===== src/ascii_can_frame_parser_macros.svh =====
// Assertion macros for the ASCII CAN frame parser.
// Used by the top level; expects signals named clock and reset in scope.
`ifndef ASCII_CAN_FRAME_PARSER_MACROS_SVH
`define ASCII_CAN_FRAME_PARSER_MACROS_SVH

// The consequent must hold in the same cycle as the antecedent.
`define ACFP_ASSERT_NOW(label, ante, cons) \
   label: assert property (@(posedge clock) disable iff (reset) (ante) |-> (cons)) \
      else $error("acfp check failed");

// The consequent must hold in the cycle after the antecedent.
`define ACFP_ASSERT_NEXT(label, ante, cons) \
   label: assert property (@(posedge clock) disable iff (reset) (ante) |=> (cons)) \
      else $error("acfp check failed");

`endif


===== src/acfp_pkg.sv =====
// Shared types, codes and the hex digit decoder of the ASCII CAN frame parser.
// No dependencies.
package acfp_pkg;

   // Parse phases.
   localparam logic [3:0] PH_ID          = 4'd0;
   localparam logic [3:0] PH_AFTER_DELIM = 4'd1;
   localparam logic [3:0] PH_REMOTE_LEN  = 4'd2;
   localparam logic [3:0] PH_REMOTE_DONE = 4'd3;
   localparam logic [3:0] PH_FD_FLAGS    = 4'd4;
   localparam logic [3:0] PH_DATA_START  = 4'd5;
   localparam logic [3:0] PH_DATA_DOT    = 4'd6;
   localparam logic [3:0] PH_DATA_HIGH   = 4'd7;
   localparam logic [3:0] PH_FULL        = 4'd8;

   // Characters with a meaning of their own.
   localparam logic [7:0] CHAR_DELIM  = 8'h23;  // '#'
   localparam logic [7:0] CHAR_DOT    = 8'h2E;  // '.'
   localparam logic [7:0] CHAR_R_UP   = 8'h52;  // 'R'
   localparam logic [7:0] CHAR_R_LOW  = 8'h72;  // 'r'
   localparam logic [7:0] CHAR_0      = 8'h30;
   localparam logic [7:0] CHAR_A_UP   = 8'h41;
   localparam logic [7:0] CHAR_A_LOW  = 8'h61;

   // Delimiter positions for standard and extended identifiers.
   localparam logic [7:0] POS_STD_DELIM = 8'd3;
   localparam logic [7:0] POS_EXT_DELIM = 8'd8;
   localparam logic [7:0] POS_MAX       = 8'd255;

   // Flag bits in the identifier word.
   localparam int EFF_BIT = 31;
   localparam int RTR_BIT = 30;
   localparam int ERR_BIT = 29;

   // Largest valid remote length code.
   localparam logic [4:0] REMOTE_LEN_MAX = 5'd8;

   // Result kinds and status codes.
   localparam logic       KIND_BYTE      = 1'b0;
   localparam logic       KIND_SUMMARY   = 1'b1;
   localparam logic [1:0] STATUS_ERROR   = 2'd0;
   localparam logic [1:0] STATUS_CLASSIC = 2'd1;
   localparam logic [1:0] STATUS_FD      = 2'd2;

   // Result queue geometry.
   localparam int QDEPTH = 4;
   localparam int QPTR_W = $clog2(QDEPTH);
   localparam int QCNT_W = $clog2(QDEPTH + 1);

   typedef struct packed {
      logic        kind;
      logic [5:0]  byte_index;
      logic [7:0]  byte_value;
      logic [31:0] frame_id;
      logic [3:0]  fd_flags;
      logic [6:0]  length;
      logic [1:0]  status;
      logic        final_res;
   } rsp_type;

   // Results produced by one character: zero, one or two.
   typedef struct packed {
      logic [1:0] count;
      rsp_type    first;
      rsp_type    second;
   } push_type;

   // Queue status seen by the top level.
   typedef struct packed {
      logic              room;
      logic [QCNT_W-1:0] level;
   } qstat_type;

   // Hex digit value; bit 4 set means the character is no hex digit.
   function automatic logic [4:0] hex_value(input logic [7:0] c);
      logic [4:0] v;
      v = 5'h10;
      if (c inside {[8'h30:8'h39]}) begin
         v = 5'(c - CHAR_0);
      end else if (c inside {[8'h41:8'h46]}) begin
         v = 5'(c - CHAR_A_UP) + 5'd10;
      end else if (c inside {[8'h61:8'h66]}) begin
         v = 5'(c - CHAR_A_LOW) + 5'd10;
      end
      return v;
   endfunction

endpackage


===== src/acfp_parser.sv =====
// Character parser: frame state registers and the per-character update.
// Depends on acfp_pkg.
module acfp_parser
   import acfp_pkg::*;
#(
   parameter int CLASSIC_MAX_BYTES = 8,
   parameter int FD_MAX_BYTES = 64
) (
   input  logic       clock,
   input  logic       reset,
   input  logic       accept,
   input  logic [7:0] ch,
   input  logic       last,
   output push_type   push
);

   logic [7:0]  pos_ff, pos_in;
   logic [3:0]  phase_ff, phase_in;
   logic [31:0] id_ff, id_in;
   logic        fd_ff, fd_in;
   logic [3:0]  flags_ff, flags_in;
   logic [6:0]  bcount_ff, bcount_in;
   logic [3:0]  hi_ff, hi_in;
   logic        err_ff, err_in;
   logic [3:0]  rlen_ff, rlen_in;

   logic [4:0] v;
   logic [6:0] bcount_inc;
   logic [6:0] limit;
   logic       data_go;
   logic       emit;
   logic       bad;
   rsp_type    byte_res;
   rsp_type    sum_res;

   assign v = hex_value(ch);
   assign bcount_inc = bcount_ff + 7'd1;
   assign limit = fd_ff ? 7'(FD_MAX_BYTES) : 7'(CLASSIC_MAX_BYTES);

   always_comb begin
      pos_in = pos_ff;
      phase_in = phase_ff;
      id_in = id_ff;
      fd_in = fd_ff;
      flags_in = flags_ff;
      bcount_in = bcount_ff;
      hi_in = hi_ff;
      err_in = err_ff;
      rlen_in = rlen_ff;
      data_go = 1'b0;
      emit = 1'b0;

      if (!err_ff) begin
         case (phase_ff)
            PH_ID: begin
               if ((pos_ff == POS_STD_DELIM || pos_ff == POS_EXT_DELIM) &&
                   ch == CHAR_DELIM) begin
                  if (pos_ff == POS_EXT_DELIM && !id_ff[ERR_BIT]) begin
                     id_in[EFF_BIT] = 1'b1;
                  end
                  phase_in = PH_AFTER_DELIM;
               end else if (pos_ff >= POS_EXT_DELIM || v[4]) begin
                  err_in = 1'b1;
               end else begin
                  id_in = {id_ff[27:0], v[3:0]};
               end
            end
            PH_AFTER_DELIM: begin
               if (ch == CHAR_R_UP || ch == CHAR_R_LOW) begin
                  id_in[RTR_BIT] = 1'b1;
                  phase_in = PH_REMOTE_LEN;
               end else if (ch == CHAR_DELIM) begin
                  fd_in = 1'b1;
                  phase_in = PH_FD_FLAGS;
               end else begin
                  phase_in = PH_DATA_START;
                  data_go = 1'b1;
               end
            end
            PH_REMOTE_LEN: begin
               if (v <= REMOTE_LEN_MAX) begin
                  rlen_in = v[3:0];
               end
               phase_in = PH_REMOTE_DONE;
            end
            PH_FD_FLAGS: begin
               if (v[4]) begin
                  err_in = 1'b1;
               end else begin
                  flags_in = v[3:0];
                  phase_in = PH_DATA_START;
               end
            end
            PH_DATA_START, PH_DATA_DOT, PH_DATA_HIGH: begin
               data_go = 1'b1;
            end
            default: begin
            end
         endcase
      end

      // Data byte digits; a byte begins in the start phase or right after the delimiter, where one dot may come first.
      if (data_go) begin
         if ((phase_ff == PH_DATA_START || phase_ff == PH_AFTER_DELIM) &&
             ch == CHAR_DOT) begin
            phase_in = PH_DATA_DOT;
         end else if (v[4]) begin
            err_in = 1'b1;
         end else if (phase_ff != PH_DATA_HIGH) begin
            hi_in = v[3:0];
            phase_in = PH_DATA_HIGH;
         end else begin
            emit = 1'b1;
            bcount_in = bcount_inc;
            phase_in = (bcount_inc >= limit) ? PH_FULL : PH_DATA_START;
         end
      end

      if (pos_ff != POS_MAX) begin
         pos_in = pos_ff + 8'd1;
      end

      // Summary from the updated state.
      bad = err_in || phase_in == PH_ID || phase_in == PH_FD_FLAGS ||
            phase_in == PH_DATA_HIGH;
      sum_res = '0;
      sum_res.kind = KIND_SUMMARY;
      sum_res.final_res = 1'b1;
      if (!bad) begin
         sum_res.frame_id = id_in;
         if (phase_in == PH_REMOTE_LEN || phase_in == PH_REMOTE_DONE) begin
            sum_res.length = {3'd0, rlen_in};
            sum_res.status = STATUS_CLASSIC;
         end else begin
            sum_res.fd_flags = fd_in ? flags_in : 4'd0;
            sum_res.length = bcount_in;
            sum_res.status = fd_in ? STATUS_FD : STATUS_CLASSIC;
         end
      end

      // The frame ends here: everything returns to its reset value.
      if (last) begin
         pos_in = '0;
         phase_in = PH_ID;
         id_in = '0;
         fd_in = 1'b0;
         flags_in = '0;
         bcount_in = '0;
         hi_in = '0;
         err_in = 1'b0;
         rlen_in = '0;
      end
   end

   always_comb begin
      byte_res = '0;
      byte_res.kind = KIND_BYTE;
      byte_res.byte_index = bcount_ff[5:0];
      byte_res.byte_value = {hi_ff, v[3:0]};
      byte_res.final_res = !last;

      push.second = sum_res;
      if (emit) begin
         push.first = byte_res;
         push.count = last ? 2'd2 : 2'd1;
      end else begin
         push.first = sum_res;
         push.count = last ? 2'd1 : 2'd0;
      end
      if (!accept) begin
         push.count = 2'd0;
      end
   end

   always_ff @(posedge clock) begin
      if (reset) begin
         pos_ff <= '0;
         phase_ff <= PH_ID;
         id_ff <= '0;
         fd_ff <= 1'b0;
         flags_ff <= '0;
         bcount_ff <= '0;
         hi_ff <= '0;
         err_ff <= 1'b0;
         rlen_ff <= '0;
      end else if (accept) begin
         pos_ff <= pos_in;
         phase_ff <= phase_in;
         id_ff <= id_in;
         fd_ff <= fd_in;
         flags_ff <= flags_in;
         bcount_ff <= bcount_in;
         hi_ff <= hi_in;
         err_ff <= err_in;
         rlen_ff <= rlen_in;
      end
   end

endmodule


===== src/acfp_rsp_queue.sv =====
// Result queue: takes up to two results a cycle, hands out one a cycle when it is popped.
// Depends on acfp_pkg.
module acfp_rsp_queue
   import acfp_pkg::*;
(
   input  logic      clock,
   input  logic      reset,
   input  push_type  push,
   input  logic      pop,
   output logic      head_valid,
   output rsp_type   head,
   output qstat_type stat
);

   rsp_type           entry_ff [QDEPTH];
   logic [QPTR_W-1:0] wr_ptr_ff, wr_ptr_in;
   logic [QPTR_W-1:0] rd_ptr_ff, rd_ptr_in;
   logic [QCNT_W-1:0] count_ff, count_in;
   logic [QPTR_W-1:0] wr_ptr_next;
   logic              do_pop;

   assign do_pop = pop && head_valid;
   assign wr_ptr_next = wr_ptr_ff + QPTR_W'(1);
   assign wr_ptr_in = wr_ptr_ff + QPTR_W'(push.count);
   assign rd_ptr_in = rd_ptr_ff + QPTR_W'(do_pop);
   assign count_in = count_ff + QCNT_W'(push.count) - QCNT_W'(do_pop);

   assign head_valid = count_ff != '0;
   assign head = entry_ff[rd_ptr_ff];
   // Room means at least two free entries, enough for the most one character can cause.
   assign stat.room = count_ff <= QCNT_W'(QDEPTH - 2);
   assign stat.level = count_ff;

   always_ff @(posedge clock) begin
      if (push.count != 2'd0) begin
         entry_ff[wr_ptr_ff] <= push.first;
      end
      if (push.count == 2'd2) begin
         entry_ff[wr_ptr_next] <= push.second;
      end
   end

   always_ff @(posedge clock) begin
      if (reset) begin
         wr_ptr_ff <= '0;
         rd_ptr_ff <= '0;
         count_ff <= '0;
      end else begin
         wr_ptr_ff <= wr_ptr_in;
         rd_ptr_ff <= rd_ptr_in;
         count_ff <= count_in;
      end
   end

endmodule


===== src/ascii_can_frame_parser.sv =====
// Top level of the ASCII CAN frame parser: the character parser and its result queue.
// Depends on acfp_pkg, acfp_parser, acfp_rsp_queue and the assertion macro header.
`include "ascii_can_frame_parser_macros.svh"

// This block reads CAN frame text in the "id#data" notation one character per item
// and takes a new character in every clock cycle unless req_stall is high. Each
// character is handled in the cycle it is accepted: the frame state registers
// update and the results it causes are written into a four-entry result queue,
// whose head drives the rsp_ ports. A character that completes a data byte yields
// a data byte item; the character marked last yields a summary item after it, so
// one character may cause two items. The input stalls whenever fewer than two
// queue entries are free, which means a waiting consumer stalls the input once
// three or four items are queued, and a steady stream of characters keeps one
// item per cycle as long as the consumer takes one item per cycle. When a summary
// reports an error status, the data bytes already delivered for that frame are to be
// dropped.
module ascii_can_frame_parser
   import acfp_pkg::*;
#(
   parameter int CLASSIC_MAX_BYTES = 8,
   parameter int FD_MAX_BYTES = 64
) (
   input  logic        clock,
   input  logic        reset,
   input  logic        req_valid,
   output logic        req_stall,
   input  logic [7:0]  req_ch,
   input  logic        req_last,
   output logic        rsp_valid,
   input  logic        rsp_stall,
   output logic        rsp_kind,
   output logic [5:0]  rsp_byte_index,
   output logic [7:0]  rsp_byte_value,
   output logic [31:0] rsp_frame_id,
   output logic [3:0]  rsp_fd_flags,
   output logic [6:0]  rsp_length,
   output logic [1:0]  rsp_status,
   output logic        rsp_final_res
);

   logic      req_accept;
   push_type  push;
   rsp_type   head;
   qstat_type qstat;

   // The stall depends only on queue occupancy, never on the incoming valid.
   assign req_stall = !qstat.room;
   assign req_accept = req_valid && !req_stall;

   acfp_parser #(
      .CLASSIC_MAX_BYTES(CLASSIC_MAX_BYTES),
      .FD_MAX_BYTES(FD_MAX_BYTES)
   ) u_parser (
      .clock(clock),
      .reset(reset),
      .accept(req_accept),
      .ch(req_ch),
      .last(req_last),
      .push(push)
   );

   acfp_rsp_queue u_queue (
      .clock(clock),
      .reset(reset),
      .push(push),
      .pop(!rsp_stall),
      .head_valid(rsp_valid),
      .head(head),
      .stat(qstat)
   );

   assign rsp_kind = head.kind;
   assign rsp_byte_index = head.byte_index;
   assign rsp_byte_value = head.byte_value;
   assign rsp_frame_id = head.frame_id;
   assign rsp_fd_flags = head.fd_flags;
   assign rsp_length = head.length;
   assign rsp_status = head.status;
   assign rsp_final_res = head.final_res;

   // Results are only ever produced by an accepted character.
   `ACFP_ASSERT_NOW(a_push_needs_accept, push.count != 2'd0, req_accept)
   // The last character of a frame always queues at least its summary.
   `ACFP_ASSERT_NOW(a_last_gives_summary, req_accept && req_last, push.count != 2'd0)
   // A summary is always the final item of its character.
   `ACFP_ASSERT_NOW(a_summary_final, rsp_valid && rsp_kind == KIND_SUMMARY, rsp_final_res)
   // The queue never holds more than its depth.
   `ACFP_ASSERT_NEXT(a_queue_bound, 1'b1, qstat.level <= QCNT_W'(QDEPTH))

endmodule

===== config.mk =====
export PLATFORM = sky130hd
export DESIGN_NAME = ascii_can_frame_parser
export DESIGN_NICKNAME = d
export VERILOG_FILES = /design/src/acfp_pkg.sv /design/src/acfp_parser.sv /design/src/acfp_rsp_queue.sv /design/src/ascii_can_frame_parser.sv
export VERILOG_INCLUDE_DIRS = /design/src /design/src/src
export SDC_FILE = /design/constraint.sdc
export NUM_CORES = 1
export LEC_CHECK = 0
export BUFFER_PORTS_ARGS = -buffer_cell sky130_fd_sc_hd__buf_2
export CORE_ASPECT_RATIO = 0.5
export CORE_MARGIN = 1
export CORE_UTILIZATION = 55
export CTS_CLUSTER_DIAMETER = 50
export CTS_CLUSTER_SIZE = 30
export DETAILED_ROUTE_END_ITERATION = 10
export GPL_TIMING_DRIVEN = 0
export PLACE_DENSITY = 0.78
export REMOVE_ABC_BUFFERS = 1
export SETUP_SLACK_MARGIN = 0.05
export SLEW_MARGIN = 0
export SYNTH_ARGS = -nofsm -noshare
export SYNTH_HDL_FRONTEND = slang
export SYNTH_SLANG_ARGS = --single-unit

===== constraint.sdc =====
create_clock -name clock -period 4.7 [get_ports clock]
set_input_delay 0.47 -clock clock [delete_from_list [all_inputs] [get_ports clock]]
set_output_delay 0.47 -clock clock [all_outputs]
set_load 0.03 [all_outputs]

==> impl_metrics.ini <==
[synthesis]
synth.top_cells.by_area = sky130_fd_sc_hd__edfxtp_1 37%, sky130_fd_sc_hd__dfxtp_1 19%, sky130_fd_sc_hd__mux4_2 9.5%
dominantRegCellSynth = sky130_fd_sc_hd__edfxtp_1
syn_inst = 1231
ys_warn_count = 0
synth_edf_count = 180
synth.lib_cells_used.distinct = 75
synth-async-reset-ratio_pct = 0
ys_seq_elements = 316
synth_seq_area_share_pct = 56.2
netlist_area_um2 = 14500
most_numerous_cell_types_in_the_synthesized_netlist = 231 x sky130_fd_sc_hd__nor2_1, 180 x sky130_fd_sc_hd__edfxtp_1, 136 x sky130_fd_sc_hd__dfxtp_1, 76 x sky130_fd_sc_hd__nand2_1, 61 x sky130_fd_sc_hd__mux4_2
synthDominantAreaCellType = sky130_fd_sc_hd__edfxtp_1
post-synth-top-area-fraction_pct = 37.4
post-synth-top-count-cell = sky130_fd_sc_hd__nor2_1
syn_area_per_cell_um2 = 11.7

[setup_path]
reg2reg_depth = 14
worst-endpoint-arrival_ns = 4.91
worstSetupStartpointType = register
r2r-start = u_parser.phase_ff[0]
startpoint = u_parser.phase_ff[0]
critical_path.max_fanout = 18
timing.critical_path.to = u_queue.entry_ff[2][21]
criticalPathCategory = reg -> reg
r2r_end = u_queue.entry_ff[2][21]
slowest_stage = sky130_fd_sc_hd__dfxtp_1
timing.critical_path.cells = nor2b_1, o211ai_1, o21ai_2, nand3_4, inv_2, ha_1, nand2b_1, o21ai_0, nand2_2, a21oi_4, o31ai_4, buf_8, buf_16, nor2_1
cp_slowest_stage_delay_ns = 0.59
crit_path_end_kind = register
r2r_slack_ns = 0.16
worst-endpoint-required_ns = 5.07

[drt]
detail_route.wirelength_um = 35300
drt_iter0_markers = 923
detailedRoute.firstPassIterationCount = 5
route.vias.total = 10200
route.detailed.drc = 0
drt-vias-per-instance = 6.31
detail_route.wl_per_cell_um = 21.9
antenna_left = 0

[global_route]
number_of_global_route_vias_before_repair = 9914
wire_length_of_the_first_global_routing_pass_um = 54200
grtUsageTotal_pct = 26.1
overflow = 0
antenna_found_initial = 0
grt_max_degree = 65

[cts]
clock_tree.htree_level_count = 1
ctsLongestPathBuffers = 3
cts_inserted_buffers = 19
clock_sinks = 316
worst_skew_pair_later_pin_latency_ns = 0.54
clk_pin_slew_worst_paths_ns = 0.09
cts_tree = done
cts_root_buf = sky130_fd_sc_hd__clkbuf_16
post-cts-setup-buffer-count = 0

[finish]
final_nets = 1287
finish.cell_count_without_fillers = 1613
antenna-diode-count = 0
fraction_of_final_layout_cells_sized_beyond_drive_strength_1_pct = 21.2
synthToLayoutAreaGrowth_pct = 11.5

[placement]
port_buffers = 75
globalplace.congestion = 0.874
dp.cells = 1580
dp.final_hpwl_um = 22800

[timing]
hold_viol = 0
min_period_over_period_pct = 96.5
finalClockSkew_ns = 0.0225
finalSetupViolations = 0
slew_violations = 0
timing_worst_slew_pin_value_ns = 1.31
holdWs_ns = 0.461
period_minus_slack_ns = 4.54
max-slew-margin-rel_pct = 13.0
achievable-frequency_mhz = 220
unrepaired_setup_endpoints_after_global_routing = true

[min_path]
hold_path.class = reg -> reg
hp-start = u_queue.entry_ff[1][48]

[power_and_ir_drop]
pwr_density_cell_nw_per_um2 = 398
worst_ir_drop_vdd_mv = 0.279
power_leakage_nw = 5.45

[run_status]
outcome = finished clean

[floorplanning]
core_um2 = 25500
starting_density_pct = 56.7
placement_rows = 41
io-pin-count = 76
horizontal_die_dimension_um = 231
die_height_um = 117
design.die.area_um2 = 27000

[flow_run]
drv_cap = 0
==> area by class of cell <==
type	instances	area, um2
Inverter	22	82.6
Tap cell	344	430
Sequential cell	316	8140
Timing Repair Buffer	95	748
Fill cell	1924	9380
Multi-Input combinational cell	803	6030
Clock inverter	12	205
Clock buffer	21	493
==> stage by stage <==
stage                     setup TNS, ns  utilization, %  instance area, um2  setup WS [ns]  power [mW]
final                                 0            63.2               16100          0.163        6.42
after global routing                  0            63.2               16100        0.00536        6.62
after CTS                             0            63.1               16100         0.0667        6.44
after detailed placement        -205.64            60.2               15300          -1.08        4.53
after global placement          -582.97            58.4               14900          -2.29        4.52
after floorplan                   -4.53               -               14100         -0.118        4.12
==> worst min path at each step <==
stage	end	cells after the start
floorplan	u_queue.entry_ff[1][48]	2
global route	u_queue.entry_ff[2][60]	1
CTS	u_queue.rd_ptr_ff[0]	4
global placement	u_queue.entry_ff[2][60]	1
finish	u_queue.entry_ff[1][48]	2
detailed placement	u_queue.entry_ff[2][60]	1
==> report_power, final <==
part / total, mW / switching [mW] / internal (mW)
Combinational: 1.33 / 0.813 / 0.519
Sequential: 3.14 / 0.127 / 3.01
Clock: 1.94 / 1.03 / 0.909
Total: 6.42 / 1.97 / 4.44
==> routing by layer <==
metal	global-route usage, %	part of all wire, %	vias up
met5	0	0	-
met4	6.93	2.3	0
met3	4.49	6.4	56
met2	44.0	49	370
met1	35.4	43	5122
li1	-	-	4628
==> layout by cell type (no fill, tap or decap), types with 7 or more instances in the layout <==
master	synthesis	layout
sky130_fd_sc_hd__a21o_1	10	10
sky130_fd_sc_hd__a21oi_1	31	26
sky130_fd_sc_hd__a22o_1	51	51
sky130_fd_sc_hd__a22oi_1	43	43
sky130_fd_sc_hd__and3_1	8	8
sky130_fd_sc_hd__buf_2	25	75
sky130_fd_sc_hd__buf_8	0	8
sky130_fd_sc_hd__clkbuf_16	0	19
sky130_fd_sc_hd__dfxtp_1	136	134
sky130_fd_sc_hd__edfxtp_1	180	180
sky130_fd_sc_hd__ha_1	16	16
sky130_fd_sc_hd__inv_1	21	17
sky130_fd_sc_hd__mux2_2	31	31
sky130_fd_sc_hd__mux2i_1	10	10
sky130_fd_sc_hd__mux4_2	61	61
sky130_fd_sc_hd__nand2_1	76	72
sky130_fd_sc_hd__nand2b_1	7	7
sky130_fd_sc_hd__nand3_1	14	13
sky130_fd_sc_hd__nand4_1	7	7
sky130_fd_sc_hd__nor2_1	231	231
sky130_fd_sc_hd__nor2b_1	9	9
sky130_fd_sc_hd__nor3_1	49	47
sky130_fd_sc_hd__o21ai_0	27	26
sky130_fd_sc_hd__or3_1	10	10
sky130_fd_sc_hd__xnor2_1	11	11
sky130_fd_sc_hd__xor2_1	9	9
==> logic make-up (layout without fill, tap and decap cells) <==
logic type,after synthesis,in the layout,synth area share [%]
DFF,316,316,56.2
buffers and inverters,112,150,3.23
muxes,102,102,12.6
AOI/OAI and AO/OA,214,214,11.0
and+or+nand+nor,450,450,14.2
adders and majority gates,17,17,1.52
xor gates and xnor gates,20,20,1.21
==> sequential cells by signal, summed over array words and instances, names as in the netlist, 2 cells and up <==
| register | cells |
|---|---|
| u_queue.entry_ff | 244 |
| u_parser.id_ff | 32 |
| u_parser.pos_ff | 8 |
| u_parser.bcount_ff | 7 |
| u_parser.flags_ff | 4 |
| u_parser.hi_ff | 4 |
| u_parser.phase_ff | 4 |
| u_parser.rlen_ff | 4 |
| u_queue.count_ff | 3 |
| u_queue.rd_ptr_ff | 2 |
| u_queue.wr_ptr_ff | 2 |
==> timing repair <==
| item | in CTS | in global routing |
|---|---|---|
| resized for setup | 11 | 6 |
| endpoints found under the setup margin | 272 | 201 |
| hold buffers | 0 | 0 |
==> critical path: cells and delay by family, from the launching register on <==
kind / cells / cell delay (ns)
simple gates: 5 / 1.27
flops: 1 / 0.59
fa+ha+maj: 1 / 0.39
buf+inv: 3 / 0.76
compound gates: 5 / 1.35
Note: power is estimated with default switching activity, not from simulation.
